File: config.mk
export PLATFORM = sky130hd
export DESIGN_NAME = symmetric_fir_row_prefilter_core_flat
export DESIGN_NICKNAME = d
export VERILOG_FILES = /design/src/rtl/sfrp_pkg.sv /design/src/rtl/sfrp_ifs.sv /design/src/rtl/sfrp_ctrl.sv /design/src/rtl/sfrp_datapath.sv /design/src/rtl/symmetric_fir_row_prefilter_core.sv /design/src/flat_wrapper.sv
export SDC_FILE = /design/constraint.sdc
export NUM_CORES = 2
export LEC_CHECK = 0
export BUFFER_PORTS_ARGS = -buffer_cell sky130_fd_sc_hd__buf_2
export CAP_MARGIN = 20
export CORE_UTILIZATION = 45
export DETAILED_ROUTE_END_ITERATION = 12
export PLACE_DENSITY = 0.72
export SKIP_CTS_REPAIR_TIMING = 1
export SLEW_MARGIN = 10
export SYNTH_ARGS = -nofsm -noshare
export SYNTH_HDL_FRONTEND = slang
export SYNTH_SLANG_ARGS = --single-unit
File: constraint.sdc
create_clock -name clk -period 9.8 [get_ports clk]
set_input_delay 1.47 -clock clk [delete_from_list [all_inputs] [get_ports clk]]
set_output_delay 1.47 -clock clk [all_outputs]
set_load 0.1 [all_outputs]
File: src/rtl/sfrp_pkg.sv
// sfrp_pkg: shared widths, register codes and the controller/datapath
// command and status structs of the symmetric fir row prefilter
// no dependencies
package sfrp_pkg;

  localparam int MAX_COEFFS_DEF   = 5;
  localparam int MAX_CHANNELS_DEF = 4;
  localparam int SAMPLE_BITS_DEF  = 32;

  localparam int COEFF_REGS = 5;
  localparam int SAMPLE_W   = 32;
  localparam int FIELD_W    = 3;
  localparam int COEFF_W    = 16;
  localparam int CFG_IDX_W  = 3;
  localparam int CFG_DATA_W = 16;
  localparam int TAP_W      = 3;
  localparam int PAIR_W     = SAMPLE_W + 2;
  localparam int PROD_W     = PAIR_W + COEFF_W;
  localparam int ACC_W      = 52;
  localparam int TOT_W      = 20;
  localparam int DIV_CNT_W  = $clog2(ACC_W);

  typedef enum logic [CFG_IDX_W-1:0] {
    REG_COEFF_COUNT  = 3'd0,
    REG_CHANNELS     = 3'd1,
    REG_SAMPLE_BYTES = 3'd2,
    REG_COEFF_CENTRE = 3'd3,
    REG_COEFF_1      = 3'd4,
    REG_COEFF_2      = 3'd5,
    REG_COEFF_3      = 3'd6,
    REG_COEFF_4      = 3'd7
  } cfg_reg_t;

  typedef enum logic [1:0] {
    OUT_PASS,
    OUT_ZERO,
    OUT_QUOT
  } out_sel_t;

  typedef struct packed {
    logic             accept;
    logic             pairs;
    logic             mul;
    logic             add;
    logic             div_init;
    logic             div_step;
    logic             load_out;
    out_sel_t         out_sel;
    logic [TAP_W-1:0] tap;
  } cmd_t;

  typedef struct packed {
    logic             pass_thru;
    logic             warm;
    logic             total_zero;
    logic             out_busy;
    logic [TAP_W-1:0] c_last;
  } status_t;

endpackage

File: src/rtl/sfrp_ifs.sv
// sfrp_pix_in_if, sfrp_pix_out_if, sfrp_cfg_if: valid/ready channels of
// the prefilter; widths from sfrp_pkg
interface sfrp_pix_in_if;
  logic                          valid;
  logic                          ready;
  logic [sfrp_pkg::SAMPLE_W-1:0] sample;
  logic                          row_end;
  modport source (output valid, output sample, output row_end, input ready);
  modport sink (input valid, input sample, input row_end, output ready);
endinterface

interface sfrp_pix_out_if;
  logic                          valid;
  logic                          ready;
  logic [sfrp_pkg::SAMPLE_W-1:0] filtered;
  logic                          zero_total;
  logic                          last_of_row;
  modport source (output valid, output filtered, output zero_total, output last_of_row,
                  input ready);
  modport sink (input valid, input filtered, input zero_total, input last_of_row,
                output ready);
endinterface

interface sfrp_cfg_if;
  logic                            valid;
  logic                            ready;
  logic [sfrp_pkg::CFG_IDX_W-1:0]  index;
  logic [sfrp_pkg::CFG_DATA_W-1:0] data;
  modport source (output valid, output index, output data, input ready);
  modport sink (input valid, input index, input data, output ready);
endinterface

File: src/rtl/sfrp_ctrl.sv
// sfrp_ctrl: sequencer of the prefilter, steps the datapath through
// window update, multiply-accumulate, bit-serial divide and result beat
// depends on sfrp_pkg
module sfrp_ctrl (
  input  logic              clk,
  input  logic              rst,
  input  logic              in_valid,
  input  sfrp_pkg::status_t status,
  output sfrp_pkg::cmd_t    cmd,
  output logic              in_ready
);

  typedef enum logic [2:0] {
    S_IDLE,
    S_PAIRS,
    S_MUL,
    S_ADD,
    S_DIV_INIT,
    S_DIV_STEP,
    S_WRITE
  } state_t;

  state_t                           state;
  logic [sfrp_pkg::TAP_W-1:0]       tap;
  logic [sfrp_pkg::DIV_CNT_W-1:0]   div_cnt;
  sfrp_pkg::out_sel_t               out_sel;

  always_ff @(posedge clk) begin
    if (rst) begin
      state   <= S_IDLE;
      tap     <= '0;
      div_cnt <= '0;
      out_sel <= sfrp_pkg::OUT_PASS;
    end else begin
      unique case (state)
        S_IDLE: begin
          if (in_valid) begin
            if (status.pass_thru) begin
              out_sel <= sfrp_pkg::OUT_PASS;
              state   <= S_WRITE;
            end else if (status.warm) begin
              state <= S_PAIRS;
            end
          end
        end
        S_PAIRS: begin
          tap   <= '0;
          state <= S_MUL;
        end
        S_MUL: begin
          state <= S_ADD;
        end
        S_ADD: begin
          if (tap == status.c_last) begin
            state <= S_DIV_INIT;
          end else begin
            tap   <= tap + 1'b1;
            state <= S_MUL;
          end
        end
        S_DIV_INIT: begin
          if (status.total_zero) begin
            out_sel <= sfrp_pkg::OUT_ZERO;
            state   <= S_WRITE;
          end else begin
            div_cnt <= '0;
            state   <= S_DIV_STEP;
          end
        end
        S_DIV_STEP: begin
          if (div_cnt == sfrp_pkg::DIV_CNT_W'(sfrp_pkg::ACC_W - 1)) begin
            out_sel <= sfrp_pkg::OUT_QUOT;
            state   <= S_WRITE;
          end else begin
            div_cnt <= div_cnt + 1'b1;
          end
        end
        S_WRITE: begin
          if (!status.out_busy) begin
            state <= S_IDLE;
          end
        end
        default: begin
          state <= S_IDLE;
        end
      endcase
    end
  end

  assign in_ready = (state == S_IDLE);

  always_comb begin
    cmd         = '0;
    cmd.tap     = tap;
    cmd.out_sel = out_sel;
    unique case (state)
      S_IDLE:     cmd.accept   = in_valid;
      S_PAIRS:    cmd.pairs    = 1'b1;
      S_MUL:      cmd.mul      = 1'b1;
      S_ADD:      cmd.add      = 1'b1;
      S_DIV_INIT: cmd.div_init = !status.total_zero;
      S_DIV_STEP: cmd.div_step = 1'b1;
      S_WRITE:    cmd.load_out = !status.out_busy;
      default:    cmd.accept   = 1'b0;
    endcase
  end

endmodule

File: src/rtl/sfrp_datapath.sv
// sfrp_datapath: configuration registers, per-channel tap lines, pair
// adders, multiply-accumulate, restoring divider and output register
// depends on sfrp_pkg
module sfrp_datapath #(
  parameter int MAX_COEFFS   = sfrp_pkg::MAX_COEFFS_DEF,
  parameter int MAX_CHANNELS = sfrp_pkg::MAX_CHANNELS_DEF,
  parameter int SAMPLE_BITS  = sfrp_pkg::SAMPLE_BITS_DEF
) (
  input  logic                            clk,
  input  logic                            rst,
  input  logic                            cfg_valid,
  input  logic [sfrp_pkg::CFG_IDX_W-1:0]  cfg_index,
  input  logic [sfrp_pkg::CFG_DATA_W-1:0] cfg_data,
  input  logic [sfrp_pkg::SAMPLE_W-1:0]   sample,
  input  logic                            row_end,
  input  logic                            out_ready,
  input  sfrp_pkg::cmd_t                  cmd,
  output sfrp_pkg::status_t               status,
  output logic                            out_valid,
  output logic [sfrp_pkg::SAMPLE_W-1:0]   filtered,
  output logic                            zero_total,
  output logic                            last_of_row
);

  localparam int KMAX      = (MAX_COEFFS < sfrp_pkg::COEFF_REGS) ? MAX_COEFFS
                                                                 : sfrp_pkg::COEFF_REGS;
  localparam int WIN_TAPS  = 2 * KMAX - 1;
  localparam int CH_W      = (MAX_CHANNELS > 1) ? $clog2(MAX_CHANNELS) : 1;
  localparam int CHN_W     = $clog2(MAX_CHANNELS + 1);
  localparam int MAX_BYTES = SAMPLE_BITS / 8;
  localparam int FILL_SAT  = 2 * (KMAX - 1);
  localparam int FILL_W    = $clog2(FILL_SAT + 2);
  localparam int OPND_IW   = (KMAX > 1) ? $clog2(KMAX) : 1;
  localparam int SW        = sfrp_pkg::SAMPLE_W;
  localparam int PW        = sfrp_pkg::PAIR_W;
  localparam int AW        = sfrp_pkg::ACC_W;
  localparam int TW        = sfrp_pkg::TOT_W;

  // configuration registers
  logic [sfrp_pkg::FIELD_W-1:0]       coeff_count;
  logic [sfrp_pkg::FIELD_W-1:0]       channels;
  logic [sfrp_pkg::FIELD_W-1:0]       sample_bytes;
  logic signed [sfrp_pkg::COEFF_W-1:0] coeff [sfrp_pkg::COEFF_REGS];

  always_ff @(posedge clk) begin
    if (rst) begin
      coeff_count  <= sfrp_pkg::FIELD_W'(1);
      channels     <= sfrp_pkg::FIELD_W'(1);
      sample_bytes <= sfrp_pkg::FIELD_W'(1);
      coeff[0]     <= sfrp_pkg::COEFF_W'(1);
      for (int i = 1; i < sfrp_pkg::COEFF_REGS; i++) begin
        coeff[i] <= '0;
      end
    end else if (cfg_valid) begin
      unique case (sfrp_pkg::cfg_reg_t'(cfg_index))
        sfrp_pkg::REG_COEFF_COUNT:  coeff_count  <= cfg_data[sfrp_pkg::FIELD_W-1:0];
        sfrp_pkg::REG_CHANNELS:     channels     <= cfg_data[sfrp_pkg::FIELD_W-1:0];
        sfrp_pkg::REG_SAMPLE_BYTES: sample_bytes <= cfg_data[sfrp_pkg::FIELD_W-1:0];
        sfrp_pkg::REG_COEFF_CENTRE: coeff[0]     <= cfg_data;
        sfrp_pkg::REG_COEFF_1:      coeff[1]     <= cfg_data;
        sfrp_pkg::REG_COEFF_2:      coeff[2]     <= cfg_data;
        sfrp_pkg::REG_COEFF_3:      coeff[3]     <= cfg_data;
        sfrp_pkg::REG_COEFF_4:      coeff[4]     <= cfg_data;
        default:                    coeff_count  <= coeff_count;
      endcase
    end
  end

  // clamped register values
  logic [sfrp_pkg::TAP_W-1:0]   k_eff;
  logic [sfrp_pkg::TAP_W-1:0]   c_eff;
  logic [CHN_W-1:0]             chans_eff;
  logic [sfrp_pkg::FIELD_W-1:0] bytes_eff;
  logic [SW-1:0]                mask;

  always_comb begin
    if (coeff_count == '0) begin
      k_eff = sfrp_pkg::TAP_W'(1);
    end else if (int'(coeff_count) > KMAX) begin
      k_eff = sfrp_pkg::TAP_W'(KMAX);
    end else begin
      k_eff = coeff_count;
    end
    c_eff = k_eff - 1'b1;

    if (channels == '0) begin
      chans_eff = CHN_W'(1);
    end else if (int'(channels) > MAX_CHANNELS) begin
      chans_eff = CHN_W'(MAX_CHANNELS);
    end else begin
      chans_eff = CHN_W'(channels);
    end

    if (sample_bytes == '0) begin
      bytes_eff = sfrp_pkg::FIELD_W'(1);
    end else if (int'(sample_bytes) > MAX_BYTES) begin
      bytes_eff = sfrp_pkg::FIELD_W'(MAX_BYTES);
    end else begin
      bytes_eff = sample_bytes;
    end

    for (int b = 0; b < SW / 8; b++) begin
      mask[8*b +: 8] = (b < int'(bytes_eff)) ? 8'hff : 8'h00;
    end
  end

  // row position
  logic [CH_W-1:0]   phase;
  logic [CH_W-1:0]   ch_eff;
  logic              ch_wrap;
  logic [FILL_W-1:0] fill;

  assign ch_eff  = (int'(phase) >= int'(chans_eff)) ? '0 : phase;
  assign ch_wrap = (int'(ch_eff) + 1 >= int'(chans_eff));

  always_ff @(posedge clk) begin
    if (rst) begin
      phase <= '0;
      fill  <= '0;
    end else if (cmd.accept) begin
      if (row_end) begin
        phase <= '0;
        fill  <= '0;
      end else if (ch_wrap) begin
        phase <= '0;
        if (fill != FILL_W'(FILL_SAT)) begin
          fill <= fill + 1'b1;
        end
      end else begin
        phase <= ch_eff + 1'b1;
      end
    end
  end

  // tap lines, newest at tap 0
  logic [SW-1:0]   win [MAX_CHANNELS][WIN_TAPS];
  logic [CH_W-1:0] cur_ch;
  logic [SW-1:0]   sample_q;
  logic            row_end_q;

  always_ff @(posedge clk) begin
    if (rst) begin
      for (int ch = 0; ch < MAX_CHANNELS; ch++) begin
        for (int t = 0; t < WIN_TAPS; t++) begin
          win[ch][t] <= '0;
        end
      end
    end else if (cmd.accept) begin
      for (int ch = 0; ch < MAX_CHANNELS; ch++) begin
        if (CH_W'(ch) == ch_eff) begin
          win[ch][0] <= sample;
          for (int t = 1; t < WIN_TAPS; t++) begin
            win[ch][t] <= win[ch][t-1];
          end
        end
      end
    end
  end

  always_ff @(posedge clk) begin
    if (cmd.accept) begin
      cur_ch    <= ch_eff;
      sample_q  <= sample;
      row_end_q <= row_end;
    end
  end

  // centre and mirrored pair sums of the current channel
  logic [SW-1:0]        taps [WIN_TAPS];
  logic signed [PW-1:0] opnd_v [KMAX];
  logic signed [TW-1:0] total_v;

  always_comb begin
    for (int t = 0; t < WIN_TAPS; t++) begin
      taps[t] = win[cur_ch][t];
    end
    opnd_v[0] = '0;
    for (int cc = 0; cc < KMAX; cc++) begin
      if (c_eff == sfrp_pkg::TAP_W'(cc)) begin
        opnd_v[0] = PW'(taps[cc]);
      end
    end
    total_v = TW'(coeff[0]);
    for (int d = 1; d < KMAX; d++) begin
      opnd_v[d] = '0;
      for (int cc = d; cc < KMAX; cc++) begin
        if (c_eff == sfrp_pkg::TAP_W'(cc)) begin
          opnd_v[d] = PW'(taps[cc-d]) + PW'(taps[cc+d]);
        end
      end
      if (sfrp_pkg::TAP_W'(d) <= c_eff) begin
        total_v = total_v + (TW'(coeff[d]) <<< 1);
      end
    end
  end

  // multiply-accumulate
  logic signed [PW-1:0]               opnd [KMAX];
  logic signed [TW-1:0]               total;
  logic signed [sfrp_pkg::PROD_W-1:0] prod;
  logic signed [sfrp_pkg::PROD_W-1:0] prod_v;
  logic signed [AW-1:0]               acc;

  assign prod_v = sfrp_pkg::PROD_W'(coeff[cmd.tap])
                * sfrp_pkg::PROD_W'(opnd[cmd.tap[OPND_IW-1:0]]);

  always_ff @(posedge clk) begin
    if (cmd.pairs) begin
      opnd  <= opnd_v;
      total <= total_v;
      acc   <= '0;
    end
    if (cmd.mul) begin
      prod <= prod_v;
    end
    if (cmd.add) begin
      acc <= acc + AW'(prod);
    end
  end

  // restoring divider, one quotient bit per step
  logic          neg;
  logic [AW-1:0] dq;
  logic [TW-1:0] dvs;
  logic [TW-1:0] rem;
  logic [TW:0]   trial;
  logic          ge;

  assign trial = {rem, dq[AW-1]};
  assign ge    = (trial >= {1'b0, dvs});

  always_ff @(posedge clk) begin
    if (cmd.div_init) begin
      neg <= acc[AW-1] ^ total[TW-1];
      dq  <= acc[AW-1] ? AW'(-acc) : AW'(acc);
      dvs <= total[TW-1] ? TW'(-total) : TW'(total);
      rem <= '0;
    end else if (cmd.div_step) begin
      rem <= ge ? TW'(trial - {1'b0, dvs}) : TW'(trial);
      dq  <= {dq[AW-2:0], ge};
    end
  end

  // output register
  logic [SW-1:0] quot;

  assign quot = neg ? SW'(-dq[SW-1:0]) : dq[SW-1:0];

  always_ff @(posedge clk) begin
    if (rst) begin
      out_valid <= 1'b0;
    end else if (cmd.load_out) begin
      out_valid <= 1'b1;
    end else if (out_ready) begin
      out_valid <= 1'b0;
    end
  end

  always_ff @(posedge clk) begin
    if (cmd.load_out) begin
      last_of_row <= row_end_q;
      unique case (cmd.out_sel)
        sfrp_pkg::OUT_PASS: begin
          filtered   <= sample_q & mask;
          zero_total <= 1'b0;
        end
        sfrp_pkg::OUT_ZERO: begin
          filtered   <= '0;
          zero_total <= 1'b1;
        end
        sfrp_pkg::OUT_QUOT: begin
          filtered   <= quot & mask;
          zero_total <= 1'b0;
        end
        default: begin
          filtered   <= '0;
          zero_total <= 1'b0;
        end
      endcase
    end
  end

  assign status.pass_thru  = (c_eff == '0);
  assign status.warm       = (int'(fill) >= 2 * int'(c_eff));
  assign status.total_zero = (total == '0);
  assign status.out_busy   = out_valid && !out_ready;
  assign status.c_last     = c_eff;

endmodule

File: src/rtl/symmetric_fir_row_prefilter_core.sv
// symmetric_fir_row_prefilter_core: top level, joins sequencer and datapath
// to the pixel and configuration channels; depends on sfrp_pkg, sfrp_ifs,
// sfrp_ctrl and sfrp_datapath
//
//   channel   dir  beat payload                          notes
//   pix_in    in   sample[31:0], row_end                 one component sample
//   pix_out   out  filtered[31:0], zero_total, last_of_row  registered
//   cfg       in   index[2:0], data[15:0]                ready always high
//
// a sample that gives no result is taken without leaving idle; a pass-through sample
// goes straight to the result beat; a filtered sample runs the tap loop and the
// 52-step bit-serial divider; a zero tap total skips the divider
// reset is synchronous and clears the tap lines at once, no clearing pass
// a stalled result holds in the output register; pix_in is taken again as
// soon as the result is loaded, without waiting for it to leave
module symmetric_fir_row_prefilter_core #(
  parameter int MAX_COEFFS   = sfrp_pkg::MAX_COEFFS_DEF,
  parameter int MAX_CHANNELS = sfrp_pkg::MAX_CHANNELS_DEF,
  parameter int SAMPLE_BITS  = sfrp_pkg::SAMPLE_BITS_DEF
) (
  input  logic           clk,
  input  logic           rst,
  sfrp_pix_in_if.sink    pix_in,
  sfrp_pix_out_if.source pix_out,
  sfrp_cfg_if.sink       cfg
);

  sfrp_pkg::cmd_t    cmd;
  sfrp_pkg::status_t status;

  assign cfg.ready = 1'b1;

  sfrp_ctrl u_ctrl (
    .clk      (clk),
    .rst      (rst),
    .in_valid (pix_in.valid),
    .status   (status),
    .cmd      (cmd),
    .in_ready (pix_in.ready)
  );

  sfrp_datapath #(
    .MAX_COEFFS   (MAX_COEFFS),
    .MAX_CHANNELS (MAX_CHANNELS),
    .SAMPLE_BITS  (SAMPLE_BITS)
  ) u_datapath (
    .clk         (clk),
    .rst         (rst),
    .cfg_valid   (cfg.valid),
    .cfg_index   (cfg.index),
    .cfg_data    (cfg.data),
    .sample      (pix_in.sample),
    .row_end     (pix_in.row_end),
    .out_ready   (pix_out.ready),
    .cmd         (cmd),
    .status      (status),
    .out_valid   (pix_out.valid),
    .filtered    (pix_out.filtered),
    .zero_total  (pix_out.zero_total),
    .last_of_row (pix_out.last_of_row)
  );

endmodule

File: src/flat_wrapper.sv
// flat-port wrapper written by rule: the top's interface ports become plain ports
module symmetric_fir_row_prefilter_core_flat 
#(
  parameter int MAX_COEFFS   = sfrp_pkg::MAX_COEFFS_DEF,
  parameter int MAX_CHANNELS = sfrp_pkg::MAX_CHANNELS_DEF,
  parameter int SAMPLE_BITS  = sfrp_pkg::SAMPLE_BITS_DEF
)
  (clk, rst, pix_in_valid, pix_in_sample, pix_in_row_end, pix_in_ready, pix_out_valid, pix_out_filtered, pix_out_zero_total, pix_out_last_of_row, pix_out_ready, cfg_valid, cfg_index, cfg_data, cfg_ready);
  sfrp_pix_in_if pix_in_i ();
  sfrp_pix_out_if pix_out_i ();
  sfrp_cfg_if cfg_i ();
  input  logic clk;
  input  logic rst;
  input wire logic [$bits(pix_in_i.valid)-1:0] pix_in_valid;
  input wire logic [$bits(pix_in_i.sample)-1:0] pix_in_sample;
  input wire logic [$bits(pix_in_i.row_end)-1:0] pix_in_row_end;
  output wire logic [$bits(pix_in_i.ready)-1:0] pix_in_ready;
  output wire logic [$bits(pix_out_i.valid)-1:0] pix_out_valid;
  output wire logic [$bits(pix_out_i.filtered)-1:0] pix_out_filtered;
  output wire logic [$bits(pix_out_i.zero_total)-1:0] pix_out_zero_total;
  output wire logic [$bits(pix_out_i.last_of_row)-1:0] pix_out_last_of_row;
  input wire logic [$bits(pix_out_i.ready)-1:0] pix_out_ready;
  input wire logic [$bits(cfg_i.valid)-1:0] cfg_valid;
  input wire logic [$bits(cfg_i.index)-1:0] cfg_index;
  input wire logic [$bits(cfg_i.data)-1:0] cfg_data;
  output wire logic [$bits(cfg_i.ready)-1:0] cfg_ready;
  assign pix_in_i.valid = pix_in_valid;
  assign pix_in_i.sample = pix_in_sample;
  assign pix_in_i.row_end = pix_in_row_end;
  assign pix_in_ready = pix_in_i.ready;
  assign pix_out_valid = pix_out_i.valid;
  assign pix_out_filtered = pix_out_i.filtered;
  assign pix_out_zero_total = pix_out_i.zero_total;
  assign pix_out_last_of_row = pix_out_i.last_of_row;
  assign pix_out_i.ready = pix_out_ready;
  assign cfg_i.valid = cfg_valid;
  assign cfg_i.index = cfg_index;
  assign cfg_i.data = cfg_data;
  assign cfg_ready = cfg_i.ready;
  symmetric_fir_row_prefilter_core #(.MAX_COEFFS(MAX_COEFFS), .MAX_CHANNELS(MAX_CHANNELS), .SAMPLE_BITS(SAMPLE_BITS)) u_core (.clk(clk), .rst(rst), .pix_in(pix_in_i), .pix_out(pix_out_i), .cfg(cfg_i));
endmodule
==> flow_summary.json <==
{
  "status": "complete, but fails checks",
  "violated_checks": "design-rule violations",
  "cts_tree": "done",
  "synth_mux_area_share_pct": 7.29,
  "wl_per_cell_um": 25.8,
  "worst_setup_path_end_kind": "register",
  "clockBufferDepth": 3,
  "synth_xor_area_share_pct": 4.01,
  "hpwl_mm": 251,
  "drive_above_1_share_pct": 9.36,
  "finalHoldViolCount": 0,
  "clock_tree.root_cell": "clkbuf_16",
  "report.final.setup_viol": 0,
  "placement.setup.worst_slack_ps": 1140,
  "synth_top_family_by_area": "adder cells",
  "synth-main-ff-cell": "edfxtp_1",
  "nNetsFinal": 11092,
  "placementRows": 184,
  "sequential_cell_area_sq_um": 51000,
  "netlist_instances": 10068,
  "slowest_delay_ps": 870,
  "die_w_um": 505,
  "number_of_global_route_vias_before_repair": 80998,
  "fin_skew_ps": 74.6,
  "synth_area_per_cell_sq_um": 11.3,
  "detail_route.vias_per_cell": 6.11,
  "syn_nets": 11216,
  "postSynth.asyncResetShare_pct": 0,
  "core-area_sq_um": 252000,
  "critPathKind": "register to register",
  "worst_ep_arrival_time_ps": 9360,
  "postRouteAntennaNets": 0,
  "critical_path_peak_fanout": 48,
  "synth_top_cells_by_area": "edfxtp_1 44%, fa_1 7.9%, ha_1 7.1%, mux4_2 6.1%, and2_1 3.4%",
  "first_iter_violations": 9720,
  "layout_setup_ws_ps": 1050,
  "finish.utilization_pct": 49.2,
  "worst_skew_pair.late_latency_ps": 880,
  "num_vias": 82219,
  "grt_first_pass_wirelength_mm": 516,
  "edff_count_synth": 1660,
  "buffer_ports.inserted": 92,
  "fin_tns_setup_ps": 0,
  "die_area_sq_um": 255000,
  "groute.usage.overall_pct": 26.8,
  "top_level_ports": 94,
  "finalWirelength_mm": 347,
  "period_share_pct": 89.3,
  "synth_area_sq_um": 114000,
  "remaining_drc_errors": 2,
  "multi_input_comb_area_sq_um": 58900,
  "synth_compound_area_share_pct": 10.7,
  "fmax_mhz": 114,
  "synthToLayoutAreaGrowth_pct": 8.72,
  "setup.worst_path.start_class": "register",
  "finalInstanceArea_sq_um": 124000,
  "finalWeightedCongestion": 1.04,
  "dpl_cell_area_sq_um": 118000,
  "final.fill_count": 21882,
  "maxSlewViolCount": 0,
  "post_synth_and_or_nand_nor_area_fraction_pct": 14.6,
  "synthAdderAreaFrac_pct": 14.9,
  "critPathRequiredTime_ps": 10410,
  "total_number_of_yosys_warnings": 0,
  "slew_headroom_pct": 18.3,
  "synth-seq-cells": 1715,
  "first_pass_iteration_count_of_the_detailed_router": 12,
  "worstHoldPathType": "register to register",
  "synth_seq_area_share_pct": 44.7,
  "grt.overflow.total": 0,
  "clk_pin_slew_worst_paths_ps": 60,
  "worst_path_most_repeated_cell": "fa_1",
  "cts-buffers-inserted": 178,
  "start_util_pct": 45.3,
  "timing.max_cap.violations": 0,
  "grt_max_degree": 238,
  "rsz_0062_raised_after_global_routing": "no",
  "cts_max_level": 4,
  "die_y_um": 505,
  "cp_slowest_cell": "dfxtp_4",
  "synth_largest_type_area_fraction_pct": 43.7,
  "fin_crit_ps": 8750,
  "cts.sinks": 1715,
  "tightestPinTransition_ps": 1220,
  "yosys.area.top_type": "edfxtp_1",
  "initial_antenna_violation_count": 23,
  "count_of_unique_library_cells_instantiated_by_yosys": 87
}
==> routing by layer <==
metal,track usage [%],up-vias,share of wire [%]
met5,0,-,0.031
met4,11.4,12,4.7
met3,4.91,736,9.0
met2,41.7,3855,45
met1,36.7,41264,41
li1,-,36352,-
==> layout by cell type, fill, tap and decap left out, drive strengths merged, types with 109 or more instances in the layout <==
cell type,netlist,final
a21o,240,240
a21oi,511,511
and2,626,626
and3,596,596
buf,59,224
clkbuf,469,219
edfxtp,1660,1660
fa,448,448
ha,643,643
inv,622,627
mux4,309,309
nand2,802,802
nand2b,109,109
nand3,130,130
nor2,575,575
nor3,122,122
o21ai,467,467
xnor2,278,278
xor2,244,244
==> stage by stage <==
stage / hold WS [ps] / instances
floorplan: 400 / 10068
global placement: 401 / 13108
detailed placement: 434 / 13109
CTS: 435 / 13441
global route: 437 / 13444
finish: 435 / 13460
==> critical path: cells and delay by family, from the launching register on <==
kind | cells | cell delay, ps
compound gates | 8 | 2710
buf+inv | 4 | 560
flops | 1 | 870
xor+xnor | 1 | 90
mux | 1 | 200
simple gates | 4 | 550
fa+ha+maj | 7 | 3500
==> path summary, 6_finish.rpt <==
| path | from | depth (start not counted) | slack, ps | end |
|---|---|---|---|---|
| max reg2reg | u_core.u_ctrl.tap[1]$_SDFFE_PP0P_ | 25 | 1050 | u_core.u_datapath.prod[43]$_DFFE_PP_ |
| max | u_core.u_ctrl.tap[1]$_SDFFE_PP0P_ | 25 | 1050 | u_core.u_datapath.prod[43]$_DFFE_PP_ |
| min reg2reg | u_core.u_datapath.row_end_q$_DFFE_PP_ | 0 | 440 | u_core.u_datapath.last_of_row$_DFFE_PP_ |
| min | u_core.u_datapath.row_end_q$_DFFE_PP_ | 0 | 440 | u_core.u_datapath.last_of_row$_DFFE_PP_ |
==> synth_stat cells (13+ instances only) <==
| cell type | number |
|---|---|
| o21a_1 | 81 |
| and3_1 | 596 |
| nand3_1 | 130 |
| mux4_2 | 309 |
| nor2_1 | 575 |
| o221ai_1 | 25 |
| xnor2_1 | 278 |
| nor3_1 | 122 |
| edfxtp_1 | 1660 |
| mux2i_1 | 65 |
| ha_1 | 643 |
| a2111oi_0 | 14 |
| dfxtp_1 | 55 |
| nand2_1 | 801 |
| a21boi_0 | 19 |
| a21o_1 | 240 |
| nor2b_1 | 88 |
| xor2_1 | 244 |
| a22oi_1 | 32 |
| a211o_1 | 20 |
| fa_1 | 448 |
| or4_1 | 14 |
| or2_2 | 26 |
| and2_1 | 626 |
| o21bai_1 | 78 |
| mux2_2 | 62 |
| a211oi_1 | 61 |
| a221oi_1 | 42 |
| and4_1 | 13 |
| or3_1 | 27 |
| o21ai_0 | 453 |
| a31oi_1 | 53 |
| clkbuf_1 | 469 |
| o21ai_1 | 14 |
| nand2b_1 | 109 |
| o41ai_1 | 25 |
| o22ai_1 | 58 |
| a21oi_1 | 511 |
| nand4_1 | 52 |
| buf_1 | 58 |
| inv_1 | 622 |
| o31ai_1 | 56 |
| o211ai_1 | 45 |
==> flip-flops by register name (all words and copies together) (netlist names), 32 cells and up, named ones only <==
| register | cells |
|---|---|
| u_core.u_datapath.win | 1152 |
| u_core.u_datapath.opnd | 164 |
| u_core.u_datapath.coeff | 80 |
| u_core.u_datapath.acc | 52 |
| u_core.u_datapath.dq | 52 |
| u_core.u_datapath.prod | 50 |
| u_core.u_datapath.filtered | 32 |
| u_core.u_datapath.sample_q | 32 |
==> kinds of logic (layout without fill, tap and decap cells) <==
family          Yosys count  in the layout
compound gates         1923           1923
xor+xnor                522            522
fa+ha+maj              1091           1091
buf+inv                1152           1180
flops                  1715           1715
mux                     436            436
other cells               1             17
simple gates           3228           3228
==> layout make-up <==
| class | instances | area share [%] |
|---|---|---|
| Tap cell | 3348 | 3.38 |
| Antenna cell | 16 | 0.0323 |
| Sequential cell | 1715 | 41.1 |
| Timing Repair Buffer | 224 | 1.34 |
| Clock buffer | 219 | 3.79 |
| Clock inverter | 113 | 0.852 |
| Inverter | 624 | 1.89 |
| Multi-Input combinational cell | 7201 | 47.6 |
Power is not shown: default switching activity piles up to over one toggle a cycle in this logic, so the estimate is an artifact.
